==> src/rtl/indexed_ordered_list_macros.svh <==
// assertion macros for the indexed ordered list rtl
`ifndef INDEXED_ORDERED_LIST_MACROS_SVH
`define INDEXED_ORDERED_LIST_MACROS_SVH

// same-cycle implication, checked on every rising clock edge out of reset
`define IOL_ASSERT_IMPL(name, ante, cons) \
    name: assert property (@(posedge clk) disable iff (!rst_n) (ante) |-> (cons)) \
        else $error("iol assertion failed");

// next-cycle implication
`define IOL_ASSERT_NEXT(name, ante, cons) \
    name: assert property (@(posedge clk) disable iff (!rst_n) (ante) |=> (cons)) \
        else $error("iol assertion failed");

`endif

==> src/rtl/iol_pkg.sv <==
// package: field widths, command and status codes, result type
`timescale 1ns / 1ps
package iol_pkg;

    localparam int CMD_W  = 3;
    localparam int POS_W  = 6;
    localparam int DATA_W = 32;
    localparam int STAT_W = 2;
    localparam int LEN_W  = 6;

    typedef enum logic [CMD_W-1:0] {
        CMD_INSERT = 3'd0,
        CMD_DELETE = 3'd1,
        CMD_READ   = 3'd2,
        CMD_APPEND = 3'd3,
        CMD_POP    = 3'd4
    } cmd_t;

    typedef enum logic [STAT_W-1:0] {
        ST_DONE  = 2'd0,
        ST_RANGE = 2'd1,
        ST_FULL  = 2'd2
    } status_t;

    typedef struct packed {
        logic [DATA_W-1:0] value_out;
        status_t           status;
        logic [LEN_W-1:0]  length;
    } result_t;

endpackage

==> src/rtl/iol_cmd_if.sv <==
// command channel interface
`timescale 1ns / 1ps
interface iol_cmd_if;
    import iol_pkg::*;

    logic              valid;
    logic              ready;
    logic [CMD_W-1:0]  command;
    logic [POS_W-1:0]  position;
    logic [DATA_W-1:0] value_in;

    modport source (output valid, command, position, value_in, input ready);
    modport sink (input valid, command, position, value_in, output ready);
endinterface

==> src/rtl/iol_res_if.sv <==
// result channel interface
`timescale 1ns / 1ps
interface iol_res_if;
    import iol_pkg::*;

    logic              valid;
    logic              ready;
    logic [DATA_W-1:0] value_out;
    logic [STAT_W-1:0] status;
    logic [LEN_W-1:0]  length;

    modport source (output valid, value_out, status, length, input ready);
    modport sink (input valid, value_out, status, length, output ready);
endinterface

==> src/rtl/iol_ram.sv <==
// element store: one write port, one read port, registered read data
`timescale 1ns / 1ps
module iol_ram #(
    parameter int DEPTH = 32,
    parameter int WIDTH = 32,
    localparam int AW = $clog2(DEPTH)
) (
    input  logic             clk,
    input  logic             ren,
    input  logic [AW-1:0]    raddr,
    output logic [WIDTH-1:0] rdata,
    input  logic             wen,
    input  logic [AW-1:0]    waddr,
    input  logic [WIDTH-1:0] wdata
);

    logic [WIDTH-1:0] mem [DEPTH];
    logic [WIDTH-1:0] rdata_reg;

    always_ff @(posedge clk)
    begin
        if (wen)
        begin
            mem[waddr] <= wdata;
        end
        if (ren)
        begin
            rdata_reg <= mem[raddr];
        end
    end

    assign rdata = rdata_reg;

endmodule

==> src/rtl/iol_ctrl.sv <==
// command sequencer: decodes a request and walks the element store
`timescale 1ns / 1ps
`include "indexed_ordered_list_macros.svh"
module iol_ctrl #(
    parameter int CAPACITY   = 32,
    parameter int VALUE_BITS = 32,
    localparam int AW = $clog2(CAPACITY),
    localparam int CW = $clog2(CAPACITY + 1)
) (
    input  logic                  clk,
    input  logic                  rst_n,
    iol_cmd_if.sink               cmd,
    output logic                  res_valid,
    output iol_pkg::result_t      res,
    input  logic                  res_ready,
    output logic                  ram_ren,
    output logic [AW-1:0]         ram_raddr,
    input  logic [VALUE_BITS-1:0] ram_rdata,
    output logic                  ram_wen,
    output logic [AW-1:0]         ram_waddr,
    output logic [VALUE_BITS-1:0] ram_wdata
);
    import iol_pkg::*;

    localparam int CMPW = ((CW > POS_W) ? CW : POS_W) + 1;

    typedef enum logic [5:0] {
        S_IDLE   = 6'b000001,
        S_SHIFT  = 6'b000010,
        S_PUT    = 6'b000100,
        S_READ   = 6'b001000,
        S_RCAP   = 6'b010000,
        S_FINISH = 6'b100000
    } state_t;

    state_t                state_reg, state_next;
    logic [CW-1:0]         count_reg, count_next;
    logic [CW-1:0]         len_reg, len_next;
    logic [AW-1:0]         idx_reg, idx_next;
    logic [AW-1:0]         end_reg, end_next;
    logic [AW-1:0]         wr_addr_reg, wr_addr_next;
    logic [AW-1:0]         p_reg, p_next;
    logic                  rd_go_reg, rd_go_next;
    logic                  wr_go_reg, wr_go_next;
    logic                  ins_reg, ins_next;
    logic [VALUE_BITS-1:0] val_reg, val_next;
    status_t               status_reg, status_next;
    logic [DATA_W-1:0]     rdv_reg, rdv_next;

    logic [CMPW-1:0] pos_x;
    logic [CMPW-1:0] cnt_x;
    logic [AW-1:0]   last_idx;
    logic            full;
    logic            empty;

    assign pos_x    = CMPW'(cmd.position);
    assign cnt_x    = CMPW'(count_reg);
    assign last_idx = AW'(count_reg - CW'(1));
    assign full     = (count_reg == CW'(CAPACITY));
    assign empty    = (count_reg == '0);

    assign cmd.ready = (state_reg == S_IDLE);

    always_comb
    begin
        state_next   = state_reg;
        count_next   = count_reg;
        len_next     = len_reg;
        idx_next     = idx_reg;
        end_next     = end_reg;
        wr_addr_next = wr_addr_reg;
        p_next       = p_reg;
        rd_go_next   = rd_go_reg;
        wr_go_next   = wr_go_reg;
        ins_next     = ins_reg;
        val_next     = val_reg;
        status_next  = status_reg;
        rdv_next     = rdv_reg;

        case (state_reg)
            S_IDLE:
            begin
                if (cmd.valid)
                begin
                    // rejected requests leave the list and its length as they are
                    val_next    = VALUE_BITS'(cmd.value_in);
                    rdv_next    = '0;
                    len_next    = count_reg;
                    status_next = ST_RANGE;
                    state_next  = S_FINISH;
                    case (cmd.command)
                        CMD_INSERT:
                        begin
                            if (pos_x <= cnt_x || pos_x == cnt_x + CMPW'(1))
                            begin
                                if (full)
                                begin
                                    status_next = ST_FULL;
                                end
                                else
                                begin
                                    status_next = ST_DONE;
                                    len_next    = count_reg + CW'(1);
                                    if (pos_x < cnt_x)
                                    begin
                                        // open a gap: move entries up, top first
                                        p_next     = AW'(pos_x);
                                        idx_next   = last_idx;
                                        end_next   = AW'(pos_x);
                                        ins_next   = 1'b1;
                                        rd_go_next = 1'b1;
                                        wr_go_next = 1'b0;
                                        state_next = S_SHIFT;
                                    end
                                    else
                                    begin
                                        p_next     = AW'(count_reg);
                                        state_next = S_PUT;
                                    end
                                end
                            end
                        end
                        CMD_DELETE:
                        begin
                            if (pos_x < cnt_x || (pos_x == cnt_x && !empty))
                            begin
                                status_next = ST_DONE;
                                len_next    = count_reg - CW'(1);
                                // index equal to the length drops the last entry
                                if (pos_x < cnt_x && AW'(pos_x) != last_idx)
                                begin
                                    idx_next   = AW'(pos_x) + AW'(1);
                                    end_next   = last_idx;
                                    ins_next   = 1'b0;
                                    rd_go_next = 1'b1;
                                    wr_go_next = 1'b0;
                                    state_next = S_SHIFT;
                                end
                            end
                        end
                        CMD_READ:
                        begin
                            if (pos_x < cnt_x)
                            begin
                                status_next = ST_DONE;
                                idx_next    = AW'(pos_x);
                                state_next  = S_READ;
                            end
                        end
                        CMD_APPEND:
                        begin
                            if (full)
                            begin
                                status_next = ST_FULL;
                            end
                            else
                            begin
                                status_next = ST_DONE;
                                len_next    = count_reg + CW'(1);
                                p_next      = AW'(count_reg);
                                state_next  = S_PUT;
                            end
                        end
                        CMD_POP:
                        begin
                            if (!empty)
                            begin
                                status_next = ST_DONE;
                                len_next    = count_reg - CW'(1);
                            end
                        end
                        default:
                        begin
                            status_next = ST_RANGE;
                        end
                    endcase
                end
            end
            S_SHIFT:
            begin
                // each entry read here is written one place over in the next cycle
                wr_go_next   = rd_go_reg;
                wr_addr_next = ins_reg ? idx_reg + AW'(1) : idx_reg - AW'(1);
                if (rd_go_reg)
                begin
                    if (idx_reg == end_reg)
                    begin
                        rd_go_next = 1'b0;
                    end
                    else
                    begin
                        idx_next = ins_reg ? idx_reg - AW'(1) : idx_reg + AW'(1);
                    end
                end
                else if (wr_go_reg)
                begin
                    state_next = ins_reg ? S_PUT : S_FINISH;
                end
            end
            S_PUT:
            begin
                state_next = S_FINISH;
            end
            S_READ:
            begin
                state_next = S_RCAP;
            end
            S_RCAP:
            begin
                rdv_next   = DATA_W'(ram_rdata);
                state_next = S_FINISH;
            end
            S_FINISH:
            begin
                if (res_ready)
                begin
                    count_next = len_reg;
                    state_next = S_IDLE;
                end
            end
            default:
            begin
                state_next = S_IDLE;
            end
        endcase
    end

    always_ff @(posedge clk or negedge rst_n)
    begin
        if (!rst_n)
        begin
            state_reg <= S_IDLE;
            count_reg <= '0;
            rd_go_reg <= 1'b0;
            wr_go_reg <= 1'b0;
        end
        else
        begin
            state_reg <= state_next;
            count_reg <= count_next;
            rd_go_reg <= rd_go_next;
            wr_go_reg <= wr_go_next;
        end
    end

    always_ff @(posedge clk)
    begin
        len_reg     <= len_next;
        idx_reg     <= idx_next;
        end_reg     <= end_next;
        wr_addr_reg <= wr_addr_next;
        p_reg       <= p_next;
        ins_reg     <= ins_next;
        val_reg     <= val_next;
        status_reg  <= status_next;
        rdv_reg     <= rdv_next;
    end

    assign ram_ren   = (state_reg == S_SHIFT && rd_go_reg) || (state_reg == S_READ);
    assign ram_raddr = idx_reg;
    assign ram_wen   = (state_reg == S_SHIFT && wr_go_reg) || (state_reg == S_PUT);
    assign ram_waddr = (state_reg == S_PUT) ? p_reg : wr_addr_reg;
    assign ram_wdata = (state_reg == S_PUT) ? val_reg : ram_rdata;

    assign res_valid     = (state_reg == S_FINISH);
    assign res.value_out = rdv_reg;
    assign res.status    = status_reg;
    assign res.length    = LEN_W'(len_reg);

    `IOL_ASSERT_IMPL(a_count_bound, 1'b1, count_reg <= CW'(CAPACITY))
    `IOL_ASSERT_IMPL(a_no_rw_clash, ram_wen && ram_ren, ram_waddr != ram_raddr)
    `IOL_ASSERT_IMPL(a_idle_quiet, state_reg == S_IDLE, !rd_go_reg && !wr_go_reg)
    `IOL_ASSERT_NEXT(a_finish_exit, state_reg == S_FINISH && res_ready, state_reg == S_IDLE)

endmodule

==> src/rtl/indexed_ordered_list.sv <==
// read: read, capture and finish states; append: put and finish; plain delete, rejects: finish
// insert at p moves the entries from p up, then puts; delete at p moves the later entries down
// each moved entry is written through the single write port of the store
// next request is taken the cycle after the result enters the output register
// reset clears the length to zero; the element store is not cleared
`timescale 1ns / 1ps
module indexed_ordered_list #(
    parameter int CAPACITY   = 32,
    parameter int VALUE_BITS = 32
) (
    input logic       clk,
    input logic       rst_n,
    iol_cmd_if.sink   cmd,
    iol_res_if.source rsp
);
    import iol_pkg::*;

    localparam int AW = $clog2(CAPACITY);

    logic                  res_valid;
    logic                  res_ready;
    result_t               res;
    logic                  ram_ren;
    logic [AW-1:0]         ram_raddr;
    logic [VALUE_BITS-1:0] ram_rdata;
    logic                  ram_wen;
    logic [AW-1:0]         ram_waddr;
    logic [VALUE_BITS-1:0] ram_wdata;

    logic    rsp_vld_reg, rsp_vld_next;
    result_t rsp_data_reg;

    iol_ctrl #(
        .CAPACITY   (CAPACITY),
        .VALUE_BITS (VALUE_BITS)
    ) u_ctrl (
        .clk       (clk),
        .rst_n     (rst_n),
        .cmd       (cmd),
        .res_valid (res_valid),
        .res       (res),
        .res_ready (res_ready),
        .ram_ren   (ram_ren),
        .ram_raddr (ram_raddr),
        .ram_rdata (ram_rdata),
        .ram_wen   (ram_wen),
        .ram_waddr (ram_waddr),
        .ram_wdata (ram_wdata)
    );

    iol_ram #(
        .DEPTH (CAPACITY),
        .WIDTH (VALUE_BITS)
    ) u_ram (
        .clk   (clk),
        .ren   (ram_ren),
        .raddr (ram_raddr),
        .rdata (ram_rdata),
        .wen   (ram_wen),
        .waddr (ram_waddr),
        .wdata (ram_wdata)
    );

    // output register frees the sequencer while the result waits
    assign res_ready = !rsp_vld_reg || rsp.ready;

    always_comb
    begin
        rsp_vld_next = rsp_vld_reg;
        if (res_ready)
        begin
            rsp_vld_next = res_valid;
        end
    end

    always_ff @(posedge clk or negedge rst_n)
    begin
        if (!rst_n)
        begin
            rsp_vld_reg <= 1'b0;
        end
        else
        begin
            rsp_vld_reg <= rsp_vld_next;
        end
    end

    always_ff @(posedge clk)
    begin
        if (res_valid && res_ready)
        begin
            rsp_data_reg <= res;
        end
    end

    assign rsp.valid     = rsp_vld_reg;
    assign rsp.value_out = rsp_data_reg.value_out;
    assign rsp.status    = rsp_data_reg.status;
    assign rsp.length    = rsp_data_reg.length;

endmodule

==> src/flat_wrapper.sv <==
// flat-port wrapper written by rule: the top's interface ports become plain ports
module indexed_ordered_list_flat import iol_pkg::*;
#(
    parameter int CAPACITY   = 32,
    parameter int VALUE_BITS = 32
)
  (clk, rst_n, cmd_valid, cmd_command, cmd_position, cmd_value_in, cmd_ready, rsp_valid, rsp_value_out, rsp_status, rsp_length, rsp_ready);
  iol_cmd_if cmd_i ();
  iol_res_if rsp_i ();
  input logic clk;
  input logic rst_n;
  input wire logic [$bits(cmd_i.valid)-1:0] cmd_valid;
  input wire logic [$bits(cmd_i.command)-1:0] cmd_command;
  input wire logic [$bits(cmd_i.position)-1:0] cmd_position;
  input wire logic [$bits(cmd_i.value_in)-1:0] cmd_value_in;
  output wire logic [$bits(cmd_i.ready)-1:0] cmd_ready;
  output wire logic [$bits(rsp_i.valid)-1:0] rsp_valid;
  output wire logic [$bits(rsp_i.value_out)-1:0] rsp_value_out;
  output wire logic [$bits(rsp_i.status)-1:0] rsp_status;
  output wire logic [$bits(rsp_i.length)-1:0] rsp_length;
  input wire logic [$bits(rsp_i.ready)-1:0] rsp_ready;
  assign cmd_i.valid = cmd_valid;
  assign cmd_i.command = cmd_command;
  assign cmd_i.position = cmd_position;
  assign cmd_i.value_in = cmd_value_in;
  assign cmd_ready = cmd_i.ready;
  assign rsp_valid = rsp_i.valid;
  assign rsp_value_out = rsp_i.value_out;
  assign rsp_status = rsp_i.status;
  assign rsp_length = rsp_i.length;
  assign rsp_i.ready = rsp_ready;
  indexed_ordered_list #(.CAPACITY(CAPACITY), .VALUE_BITS(VALUE_BITS)) u_core (.clk(clk), .rst_n(rst_n), .cmd(cmd_i), .rsp(rsp_i));
endmodule
==> config.mk <==
export PLATFORM = sky130hd
export DESIGN_NAME = indexed_ordered_list_flat
export DESIGN_NICKNAME = d
export VERILOG_FILES = /design/src/rtl/iol_pkg.sv /design/src/rtl/iol_cmd_if.sv /design/src/rtl/iol_res_if.sv /design/src/rtl/iol_ram.sv /design/src/rtl/iol_ctrl.sv /design/src/rtl/indexed_ordered_list.sv /design/src/flat_wrapper.sv
export VERILOG_INCLUDE_DIRS = /design/src /design/src/rtl
export SDC_FILE = /design/constraint.sdc
export NUM_CORES = 1
export LEC_CHECK = 0
export CORE_MARGIN = 2
export CORE_UTILIZATION = 44
export CTS_CLUSTER_SIZE = 16
export DETAILED_ROUTE_END_ITERATION = 6
export DONT_BUFFER_PORTS = 1
export GPL_TIMING_DRIVEN = 0
export HOLD_SLACK_MARGIN = 0.1
export PLACE_DENSITY_LB_ADDON = 0.15
export SLEW_MARGIN = 20
export SYNTH_ARGS = -nofsm -noshare
export SYNTH_HDL_FRONTEND = slang
export SYNTH_HIERARCHICAL = 1
export SYNTH_SLANG_ARGS = --single-unit
==> constraint.sdc <==
create_clock -name clk -period 4.2 [get_ports clk]
set_clock_uncertainty 0.2 [all_clocks]
set_input_delay 0.84 -clock clk [delete_from_list [all_inputs] [get_ports clk]]
set_output_delay 0.84 -clock clk [all_outputs]
set_load 0.005 [all_outputs]
Yosys cells after proc, flatten, opt, wreduce, memory -nomap -nowiden

Memory sizes are Yosys's and may differ from the RTL's. A register that Yosys moved wholly into a read port is not among the register bits.
Cells that the tools add are included.

Bits in registers: 148
Bits in writable memories: 1024
Input bits: 45
Output and inout port bits: 42
Word-level logic and storage cells: 161
Memories: 1

Memories:

| name             | words | width | read ports | clocked after Yosys merged registers in | write ports | line          | source |
|---|---|---|---|---|---|---|---|
| u_core.u_ram.mem | 32    | 32    | 1          | 1                                       | 1           | iol_ram.sv:17 | `logic [WIDTH-1:0] mem [DEPTH];` |

Add/subtract/negate cells: 6
Magnitude comparators: 2
Equal/unequal tests: 35
Mux-type cells: 73
Reduce and logical (&&, ||, !) cells: 27

Operator list:

| operator                                                              | count |
|---|---|
| 5-bit two-way mux                                                     | 20 |
| 6-bit two-way mux                                                     | 15 |
| 32-bit two-way mux                                                    | 2 |
| 32-bit case mux with 2 select lines                                   | 1 |
| 6-bit case mux with 4 select lines                                    | 2 |
| 5-bit case mux with 2 select lines                                    | 3 |
| 6-bit case mux with 5 select lines                                    | 1 |
| 2-bit inequality test, second input constant                          | 12 |
| 1-bit two-way mux                                                     | 19 |
| 3-bit inequality test, second input constant                          | 6 |
| 8-bit AND reduction                                                   | 2 |
| 5-bit case mux with 3 select lines                                    | 1 |
| 6-bit equality test, second input constant                            | 2 |
| 11-bit AND reduction                                                  | 1 |
| 5-bit by 1-bit adder with 5-bit output, second input constant         | 2 |
| 1-bit case mux with 2 select lines                                    | 5 |
| 2-bit case mux with 5 select lines                                    | 1 |
| 2-bit nonzero test                                                    | 4 |
| 6-bit by 1-bit adder with 7-bit output, second input constant         | 1 |
| 6-bit by 7-bit equality test with 1-bit output                        | 1 |
| 6-bit by 1-bit adder with 6-bit output, second input constant         | 1 |
| 3-bit by 2-bit equality test with 1-bit output, second input constant | 2 |
| 6-bit by 1-bit equality test with 1-bit output, second input constant | 1 |
| 6-bit by 2-bit equality test with 1-bit output, second input constant | 1 |
| other kinds (25)                                                      | 37 |

Depth between registers and ports, before layout

Gate-level depths: netlist of run 1.

Word-level depth: 8
Gate-level depth with buffers: 11
Mapped depth without buffers: 9

Modules after synthesis

Netlist of run 1, hierarchy kept.

By module, submodules not included:

| module               | times used | cells each | area each (um^2) | seq. area each (um^2) |
|---|---|---|---|---|
| iol_ram              | 1          | 2260       | 40812.9          | 31710.4 |
| iol_ctrl             | 1          | 485        | 5690.5           | 3144.3 |
| indexed_ordered_list | 1          | 44         | 1255.0           | 1226.2 |

Worst setup path after synthesis of run 1

Ideal clock, no wire load.

Path type: reg2reg
From: register u_core.u_ctrl.state_reg[3]
To: memory u_core.u_ram.mem[12][0] (enable)
Setup time: 0.421 ns
Data arrival time: 3.806 ns
Data required time: 3.579 ns
Setup slack: -0.227 ns
Stages on the path, launching flop included: 11
Buffers on the path: 2
Clock period less this slack: 4.427 ns
Cell sequence: dfrtp_1 nor2_1 nand3b_1 or3_1 inv_1 buf_1 nand2_1 nand2_1 or3b_2 clkbuf_1 nor2_1

Longest elaborated chain between the ends: 5
Elaborated cells between the ends (all ways): 7
Classes of those cells: 2 x eq/ne; 3 x mux; 2 x reduce/logical

Ends and longest elaborated chain:

| element                                        | line                       | source |
|---|---|---|
| start: declaration                             | iol_ctrl.sv:36             | `state_t state_reg, state_next;` |
| start signal: assignment                       | iol_ctrl.sv:239            | `state_reg <= state_next;` |
| 6-bit by 2-bit equality test with 1-bit output | iol_ctrl.sv:261            | `assign ram_wen = (state_reg == S_SHIFT && wr_go_reg) \|\| (state_reg == S_PUT);` |
| 1-bit logical AND                              | iol_ctrl.sv:261            |  |
| 1-bit logical OR *                             | iol_ctrl.sv:261            |  |
| via u_core.ram_wen                             | indexed_ordered_list.sv:26 | `logic ram_wen;` |
| 1-bit two-way mux *                            | iol_ram.sv:22              | `if (wen)` |
| 1-bit two-way mux (implied by the code) *      | iol_ram.sv:24              | `mem[waddr] <= wdata;` |
| end: declaration                               | iol_ram.sv:17              |  |

The timed path passes the listed nets; every way through them passes the cells marked *.

Worst setup path after layout of run 1

From: register u_core.u_ctrl.state_reg[5]
To: memory u_core.u_ram.mem[8][10] (enable)

Same word-level chain as after synthesis.

==> results of run 1 <==
[layout make-up]
class / instances / area [sq um]
diodes: 2 / 5.00
plain buffers: 152 / 871
clock buffers: 145 / 3140
clock inverters: 72 / 606
fillers: 8619 / 52300
inverters: 20 / 78.8
multi-input cells: 1411 / 11000
flip-flops and latches: 1204 / 36100
well taps: 1403 / 1760
repair buffers: 119 / 1560
[metal layers]
layer / track usage [%] / vias to the layer above / routed length [um]
met5: 0 / - / 0
met4: 5.81 / 0 / 2460
met3: 2.76 / 146 / 7870
met2: 34.0 / 960 / 55800
met1: 29.4 / 13101 / 51100
li1: - / 11483 / -
[how the worst max path moves through the flow]
| stage | cells past startpoint | startpoint | to | slack [ps] |
|---|---|---|---|---|
| floorplan | 10 | u_core/u_ctrl/state_reg[3] | u_core/u_ram/mem[12][0] | -230 |
| global placement | 10 | u_core/u_ctrl/state_reg[3] | u_core/u_ram/mem[4][18] | -2100 |
| finish | 8 | u_core/u_ctrl/state_reg[5] | u_core/u_ram/mem[8][10] | 140 |
| detailed placement | 10 | u_core/u_ctrl/state_reg[0] | u_core/u_ram/mem[0][18] | -590 |
| global route | 8 | u_core/u_ctrl/state_reg[5] | u_core/u_ram/mem[8][4] | 10 |
| CTS | 8 | u_core/u_ctrl/state_reg[5] | u_core/u_ram/mem[12][11] | 9 |
[per-stage QoR]
| stage | setup TNS (ps) | utilization, % |
|---|---|---|
| after floorplan | -57210 | - |
| after global placement | -1870570 | 46.1 |
| after detailed placement | -284190 | 47.1 |
| after CTS | 0 | 51.2 |
| after global routing | 0 | 51.3 |
| final | 0 | 51.3 |
[kinds of logic after synthesis]
family                     after synthesis  share of synthesized area, %
buffers and inverters                  174                          1.99
adders and majority gates               11                         0.288
muxes                                  558                          11.8
xor gates and xnor gates                29                         0.532
and+or+nand+nor                        429                          4.36
AOI/OAI and AO/OA                      384                          5.48
DFF                                   1204                          75.5
[synthesized netlist by cell type (all sizes together) (3+ instances only)]
cell	n
a211oi	6
a21o	4
a21oi	113
a22o	66
a22oi	99
a31oi	38
a41oi	3
and2	34
and3	5
buf	95
clkbuf	59
dfrtp	14
edfxtp	1189
ha	11
inv	20
mux2	43
mux2i	515
nand2	134
nand2b	8
nand3	112
nand3b	6
nor2	58
nor2b	5
nor3	42
nor4b	3
o211a	3
o21a	3
o21ai	23
o221ai	5
o22ai	4
or3	7
or3b	4
xnor2	19
xor2	10
[where the power goes]
| part | switching [uW] | internal (uW) | total, uW |
|---|---|---|---|
| Combinational | 3790 | 1920 | 5710 |
| Sequential | 185 | 13700 | 13900 |
| Clock | 4350 | 5790 | 10100 |
[timing repair]
action	in CTS	in global routing
hold buffers	33	0
buffers inserted	40	7
pin swaps	13	3
setup endpoints to repair	1006	96
resized for setup	2	2
hold endpoints to repair	47	0
==> impl_metrics.prom, run 1 <==
# TYPE chip_impl_metric gauge
chip_impl_metric{name="yosys_warning_count",unit=""} 6
chip_impl_metric{name="wire_per_inst",unit="um"} 25.9
chip_impl_info{name="timing.rr.end",value="u_core/u_ram/mem[8][10]"} 1
chip_impl_metric{name="finish.cell_count_without_fillers",unit=""} 4528
chip_impl_info{name="cts_tree",value="built"} 1
chip_impl_metric{name="synth_instances",unit=""} 2789
chip_impl_metric{name="dieArea",unit="sq um"} 111000
chip_impl_info{name="critical_path.top_delay_family",value="simple AND/OR/NAND/NOR gates"} 1
chip_impl_metric{name="setup_viol",unit=""} 0
chip_impl_metric{name="area_growth",unit="%"} 15.3
chip_impl_metric{name="share_of_cells_above_drive_strength_1",unit="%"} 13.9
chip_impl_metric{name="count_of_maximum_capacitance_violations",unit=""} 0
chip_impl_metric{name="hold_viol_final",unit=""} 0
chip_impl_info{name="clock-root-buffer",value="sky130_fd_sc_hd__clkbuf_16"} 1
chip_impl_metric{name="yosys.cell_types.count",unit=""} 64
chip_impl_info{name="rr_startpoint",value="u_core/u_ctrl/state_reg[5]"} 1
chip_impl_metric{name="timing.reg2reg.setup_slack",unit="ps"} 140
chip_impl_metric{name="worstHoldPathCells",unit=""} 2
chip_impl_metric{name="final.setup.worst_slack",unit="ps"} 143
chip_impl_metric{name="avgSynthCellArea",unit="sq um"} 17.1
chip_impl_metric{name="syn-num-nets",unit=""} 2845
chip_impl_metric{name="post_synth_instance_area",unit="sq um"} 47800
chip_impl_info{name="most_frequent_cell_on_the_critical_path",value="sky130_fd_sc_hd__clkbuf_2"} 1
chip_impl_metric{name="timing.final.crit_share",unit="%"} 96.6
chip_impl_metric{name="report.power.total",unit="uW"} 29700
chip_impl_metric{name="number_of_global_route_vias_before_repair",unit=""} 25646
chip_impl_info{name="grt_setup_unrepaired",value="no"} 1
chip_impl_metric{name="critical_path.n_buffers_inverters",unit=""} 3
chip_impl_metric{name="detailedRoute.firstIterationViolations",unit=""} 2340
chip_impl_info{name="synthDominantAreaCellType",value="sky130_fd_sc_hd__edfxtp_1"} 1
chip_impl_metric{name="worst_case_headroom_to_the_max_slew_limit",unit="%"} 30.4
chip_impl_metric{name="global_route_wire_length_before_repair",unit="um"} 169000
chip_impl_metric{name="core-area",unit="sq um"} 107000
chip_impl_metric{name="hpwl",unit="um"} 78200
chip_impl_metric{name="dpl.cell_count",unit=""} 4231
chip_impl_info{name="hold_end",value="u_core/u_ctrl/p_reg[0]"} 1
chip_impl_metric{name="antenna_violations_before_repair",unit=""} 0
chip_impl_metric{name="upper_clock_frequency_limit",unit="MHz"} 246
chip_impl_metric{name="grt_max_degree",unit=""} 41
chip_impl_metric{name="die_height",unit="um"} 333
chip_impl_metric{name="ff2ff_path_depth",unit=""} 8
chip_impl_metric{name="final_nets",unit=""} 3084
chip_impl_info{name="mostFrequentLayoutCell",value="sky130_fd_sc_hd__edfxtp_1"} 1
chip_impl_metric{name="postSynthRegisterBits",unit=""} 1204
chip_impl_metric{name="drt.antenna.violating_nets",unit=""} 0
chip_impl_metric{name="worst-endpoint-required",unit="ps"} 4400
chip_impl_metric{name="post_synth_top_area_share",unit="%"} 74.8
chip_impl_metric{name="irDropWorstVdd",unit="V"} 0.000351
chip_impl_info{name="status",value="complete, no violations"} 1
chip_impl_metric{name="smallest_hold_slack",unit="ps"} 158
chip_impl_metric{name="p_leak",unit="uW"} 0.0191
chip_impl_metric{name="initial_core_util",unit="%"} 44.5
chip_impl_metric{name="vias",unit=""} 25690
chip_impl_metric{name="timing.critical_path.slowest_cell_delay",unit="ps"} 730
chip_impl_info{name="path_class",value="flop to flop"} 1
chip_impl_metric{name="synth.yosys.seq_area_share",unit="%"} 75.5
chip_impl_info{name="crit_slowest_cell",value="sky130_fd_sc_hd__or3b_2"} 1
chip_impl_metric{name="max-clock-path-buffers",unit=""} 3
chip_impl_info{name="hold_start",value="cmd_position[0]"} 1
chip_impl_info{name="dominantRegCellSynth",value="sky130_fd_sc_hd__edfxtp_1"} 1
chip_impl_metric{name="slew_viol_final",unit=""} 0
chip_impl_metric{name="number_of_enable_flip_flop_cells_after_synthesis",unit=""} 1189
chip_impl_info{name="path_cells",value="nor2_1, nand4b_1, clkbuf_2, clkbuf_2, nand2_1, or3b_2, nor2_4, buf_12"} 1
chip_impl_metric{name="port-buffer-count",unit=""} 0
chip_impl_metric{name="viasPerCell",unit=""} 5.67
chip_impl_metric{name="placement_rows",unit=""} 120
chip_impl_metric{name="detail_route.first_pass.iterations",unit=""} 5
chip_impl_info{name="synthTopCellsByArea",value="sky130_fd_sc_hd__edfxtp_1, sky130_fd_sc_hd__mux2i_1, sky130_fd_sc_hd__a22oi_1"} 1
chip_impl_metric{name="gr-total-overflow",unit=""} 0
chip_impl_metric{name="placed_area",unit="sq um"} 50600
chip_impl_metric{name="clk_transition_reported_paths",unit="ps"} 60
chip_impl_metric{name="design_area",unit="sq um"} 55100
chip_impl_info{name="final_cell_mix",value="sky130_fd_sc_hd__edfxtp_1, sky130_fd_sc_hd__mux2i_1, sky130_fd_sc_hd__nand2_1"} 1
chip_impl_metric{name="grt_usage",unit="%"} 20.8
chip_impl_metric{name="period_minus_slack",unit="ps"} 4060
chip_impl_metric{name="clock_sink_count",unit=""} 1204
chip_impl_metric{name="die_w",unit="um"} 333
chip_impl_metric{name="timing.critical_path.fanout_max",unit=""} 20
chip_impl_metric{name="gp_routability_congestion",unit=""} 0.880
chip_impl_info{name="crit_path_start_kind",value="flop"} 1
chip_impl_metric{name="largest_reg_flops",unit=""} 1024
chip_impl_metric{name="cts_inserted_buffers",unit=""} 120
chip_impl_metric{name="power_density",unit="nW/um^2"} 540
chip_impl_info{name="registers.top_by_ff_count",value="u_core/u_ram/mem"} 1
chip_impl_metric{name="drcViolationCount",unit=""} 0
chip_impl_metric{name="worst_margin_slew",unit="ps"} 1040
chip_impl_metric{name="synthArstFlopShare",unit="%"} 1.25
chip_impl_metric{name="cts.htree.levels",unit=""} 3
chip_impl_metric{name="pin_count",unit=""} 87
chip_impl_metric{name="cp_data_arrival_time",unit="ps"} 4250
chip_impl_info{name="timing.hold.worst.class",value="input port to flop"} 1
chip_impl_info{name="critPathCaptureType",value="flop"} 1
chip_impl_metric{name="place_worst_setup_slack",unit="ps"} -594
chip_impl_metric{name="worst_skew_pair.late_latency",unit="ps"} 690
chip_impl_metric{name="postRouteWirelength",unit="um"} 117000
(Power assumes the default switching activity.)
==> run 2: changes to the inputs <==
--- a/config.mk
+++ b/config.mk
@@ -6,6 +6,7 @@
 export SDC_FILE = /design/constraint.sdc
 export NUM_CORES = 1
 export LEC_CHECK = 0
+export ABC_AREA = 1
 export CORE_MARGIN = 2
 export CORE_UTILIZATION = 44
 export CTS_CLUSTER_SIZE = 16
@@ -14,6 +15,7 @@
 export GPL_TIMING_DRIVEN = 0
 export HOLD_SLACK_MARGIN = 0.1
 export PLACE_DENSITY_LB_ADDON = 0.15
+export REMOVE_ABC_BUFFERS = 1
 export SLEW_MARGIN = 20
 export SYNTH_ARGS = -nofsm -noshare
 export SYNTH_HDL_FRONTEND = slang
==> impl_metrics.prom, run 2 <==
# TYPE chip_impl_metric gauge
chip_impl_info{name="status",value="complete, no violations"} 1
chip_impl_metric{name="period_minus_slack",unit="ps"} 3850
chip_impl_info{name="cts_tree",value="built"} 1
chip_impl_info{name="crit_path_start",value="u_core/u_ctrl/state_reg[4]"} 1
chip_impl_metric{name="dieArea",unit="sq um"} 116000
chip_impl_metric{name="area_growth",unit="%"} 17.7
chip_impl_info{name="hold_start",value="rsp_ready"} 1
chip_impl_metric{name="number_of_global_route_vias_before_repair",unit=""} 30283
chip_impl_metric{name="wl_met2",unit="um"} 64100
chip_impl_metric{name="die_height",unit="um"} 340
chip_impl_metric{name="slew_viol_final",unit=""} 0
chip_impl_metric{name="initial_core_util",unit="%"} 44.3
chip_impl_info{name="path_class",value="flop to flop"} 1
chip_impl_metric{name="yosys_warning_count",unit=""} 6
chip_impl_metric{name="placed_area",unit="sq um"} 54200
chip_impl_info{name="rr_startpoint",value="u_core/u_ctrl/state_reg[4]"} 1
chip_impl_metric{name="detail_route.first_pass.iterations",unit=""} 5
chip_impl_info{name="crit_path_start_kind",value="flop"} 1
chip_impl_metric{name="max-clock-path-buffers",unit=""} 3
chip_impl_metric{name="postRouteWirelength",unit="um"} 131000
chip_impl_metric{name="upper_clock_frequency_limit",unit="MHz"} 260
chip_impl_info{name="highest_layer",value="met4"} 1
chip_impl_metric{name="design_area",unit="sq um"} 58600
chip_impl_metric{name="yosys.cell_types.count",unit=""} 49
chip_impl_metric{name="final_nets",unit=""} 4387
chip_impl_metric{name="vias",unit=""} 31537
chip_impl_info{name="dominantRegCellSynth",value="sky130_fd_sc_hd__edfxtp_1"} 1
chip_impl_metric{name="gp_routability_congestion",unit=""} 0.831
chip_impl_metric{name="antenna_violations_before_repair",unit=""} 1
chip_impl_metric{name="synth_instances",unit=""} 4212
chip_impl_metric{name="clock_sink_count",unit=""} 1204
chip_impl_metric{name="largest_reg_flops",unit=""} 1024
chip_impl_info{name="clock-root-buffer",value="sky130_fd_sc_hd__clkbuf_16"} 1
chip_impl_metric{name="synthArstFlopShare",unit="%"} 1.25
chip_impl_metric{name="timing.critical_path.fanout_max",unit=""} 10
chip_impl_metric{name="worst-endpoint-required",unit="ps"} 4420
chip_impl_metric{name="port-buffer-count",unit=""} 0
chip_impl_metric{name="wire_per_inst",unit="um"} 22.1
chip_impl_metric{name="p_leak",unit="uW"} 0.0215
chip_impl_metric{name="post_synth_instance_area",unit="sq um"} 49800
chip_impl_metric{name="drt.antenna.violating_nets",unit=""} 0
chip_impl_info{name="mostFrequentLayoutCell",value="sky130_fd_sc_hd__nand2_1"} 1
chip_impl_info{name="final_cell_mix",value="sky130_fd_sc_hd__nand2_1, sky130_fd_sc_hd__edfxtp_1, sky130_fd_sc_hd__nand3_1"} 1
chip_impl_info{name="timing.hold.worst.class",value="input port to flop"} 1
chip_impl_metric{name="drcViolationCount",unit=""} 0
chip_impl_metric{name="worst_case_headroom_to_the_max_slew_limit",unit="%"} 36.7
chip_impl_info{name="synthDominantAreaCellType",value="sky130_fd_sc_hd__edfxtp_1"} 1
chip_impl_metric{name="power_density",unit="nW/um^2"} 561
chip_impl_metric{name="worst_skew_pair.late_latency",unit="ps"} 740
chip_impl_info{name="synthTopCellsByArea",value="sky130_fd_sc_hd__edfxtp_1, sky130_fd_sc_hd__nand2_1, sky130_fd_sc_hd__nand3_1"} 1
chip_impl_metric{name="number_of_enable_flip_flop_cells_after_synthesis",unit=""} 1189
chip_impl_info{name="synth.cells.most_frequent",value="sky130_fd_sc_hd__nand2_1, sky130_fd_sc_hd__edfxtp_1, sky130_fd_sc_hd__nand3_1"} 1
chip_impl_metric{name="cts_inserted_buffers",unit=""} 130
chip_impl_metric{name="global_route_wire_length_before_repair",unit="um"} 195000
chip_impl_metric{name="cp_data_arrival_time",unit="ps"} 4070
chip_impl_metric{name="hold_viol_final",unit=""} 0
chip_impl_metric{name="worst_margin_slew",unit="ps"} 947
chip_impl_metric{name="clk_transition_reported_paths",unit="ps"} 60
chip_impl_metric{name="post_synth_top_area_share",unit="%"} 71.7
chip_impl_metric{name="avgSynthCellArea",unit="sq um"} 11.8
chip_impl_metric{name="postSynthRegisterBits",unit=""} 1204
chip_impl_metric{name="antennaDiodeCount",unit=""} 0
chip_impl_metric{name="timing.final.crit_share",unit="%"} 91.7
chip_impl_info{name="registers.top_by_ff_count",value="u_core/u_ram/mem"} 1
chip_impl_metric{name="hpwl",unit="um"} 81400
chip_impl_metric{name="viasPerCell",unit=""} 5.32
chip_impl_metric{name="placement_rows",unit=""} 123
chip_impl_metric{name="wl_met1",unit="um"} 57200
chip_impl_metric{name="share_of_cells_above_drive_strength_1",unit="%"} 11.1
chip_impl_metric{name="gr-total-overflow",unit=""} 0
chip_impl_metric{name="synth.yosys.seq_area_share",unit="%"} 72.4
chip_impl_metric{name="detailedRoute.firstIterationViolations",unit=""} 2598
chip_impl_info{name="grt_setup_unrepaired",value="no"} 1
chip_impl_metric{name="fin_tns_setup",unit="ps"} 0
chip_impl_metric{name="grt_usage",unit="%"} 22.6
chip_impl_metric{name="irDropWorstVdd",unit="V"} 0.000402
chip_impl_metric{name="die_w",unit="um"} 340
chip_impl_metric{name="met3_length",unit="um"} 6330
chip_impl_info{name="post-synth-top-count-cell",value="sky130_fd_sc_hd__nand2_1"} 1
chip_impl_metric{name="setup_viol",unit=""} 0
chip_impl_metric{name="grt_max_degree",unit=""} 169
chip_impl_info{name="critPathCaptureType",value="flop"} 1
chip_impl_metric{name="core-area",unit="sq um"} 112000
chip_impl_metric{name="count_of_maximum_capacitance_violations",unit=""} 0
chip_impl_metric{name="cts.htree.levels",unit=""} 4
chip_impl_metric{name="pin_count",unit=""} 87
-- run 2: kinds of logic (layout without fill, tap and decap cells) --
group / after synthesis / after routing / synth area share (%)
flops: 1204 / 1204 / 72.4
simple gates: 2539 / 2539 / 21.7
mux: 6 / 6 / 0.133
fa+ha+maj: 11 / 11 / 0.276
xor+xnor: 12 / 12 / 0.211
buf+inv: 341 / 554 / 4.10
compound gates: 99 / 99 / 1.17
-- run 2: final cells by class --
cell class / count / area [sq um]
fillers: 9512 / 53700
flip-flops and latches: 1204 / 36100
multi-input cells: 2667 / 12200
repair buffers: 223 / 4010
clock buffers: 158 / 3470
well taps: 1500 / 1880
clock inverters: 68 / 562
inverters: 105 / 435
-- run 2: metrics by stage --
step | instances | setup slack (ps) | util (%) | hold WS, ps | power [uW]
after floorplan | 3976 | -9790 | - | 200 | 19700
after global placement | 5476 | -25820 | 44.5 | 203 | 20700
after detailed placement | 5661 | -431 | 48.3 | 205 | 22300
after CTS | 5925 | 453 | 52.2 | 101 | 33200
after global routing | 5925 | 255 | 52.2 | 147 | 34500
final | 5925 | 350 | 52.2 | 147 | 32900
-- run 2: path summary, 6_finish.rpt --
| check | to | depth (start not counted) | slack (ps) |
|---|---|---|---|
| max in group asynchronous | u_core/u_ctrl/rd_go_reg | 1 | 2920 |
| hold reg to reg | u_core/rsp.value_out[9] | 0 | 210 |
| min in group asynchronous | u_core/u_ctrl/wr_go_reg | 1 | 410 |
| setup reg to reg | u_core/u_ram/mem[17][23] | 10 | 350 |
| setup / recovery | u_core/u_ram/mem[17][23] | 10 | 350 |
| hold / removal | u_core/rsp.valid | 3 | 150 |
-- run 2: repair_timing --
item	in CTS	in global routing
endpoints found under the hold margin	49	0
hold buffers	35	0
endpoints found under the setup margin	624	0
resized for setup	5	0
setup buffers	3	0
-- run 2: critical path, cell delays in order, from the launching register on --
cell and delay, ps:
sky130_fd_sc_hd__dfrtp_1 410, sky130_fd_sc_hd__nor2_1 190, sky130_fd_sc_hd__inv_1 120, sky130_fd_sc_hd__nor4_4 310
sky130_fd_sc_hd__inv_2 180, sky130_fd_sc_hd__o21ai_1 490, sky130_fd_sc_hd__nand3_2 500, sky130_fd_sc_hd__nor2_4 560
sky130_fd_sc_hd__buf_16 210, sky130_fd_sc_hd__buf_16 160, sky130_fd_sc_hd__buf_16 160
-- run 2: power by group --
part           total, uW  internal, uW  switching, uW
clock              10900          6310           4590
combinational       7850          2610           5240
sequential         14200         13900            276
total              32900         22800          10100
-- run 2: routing by layer --
layer	up-vias	GRT usage (%)
met5	-	0
met3	216	3.04
met2	854	37.5
li1	14927	-
met1	15540	30.9
met4	0	7.42
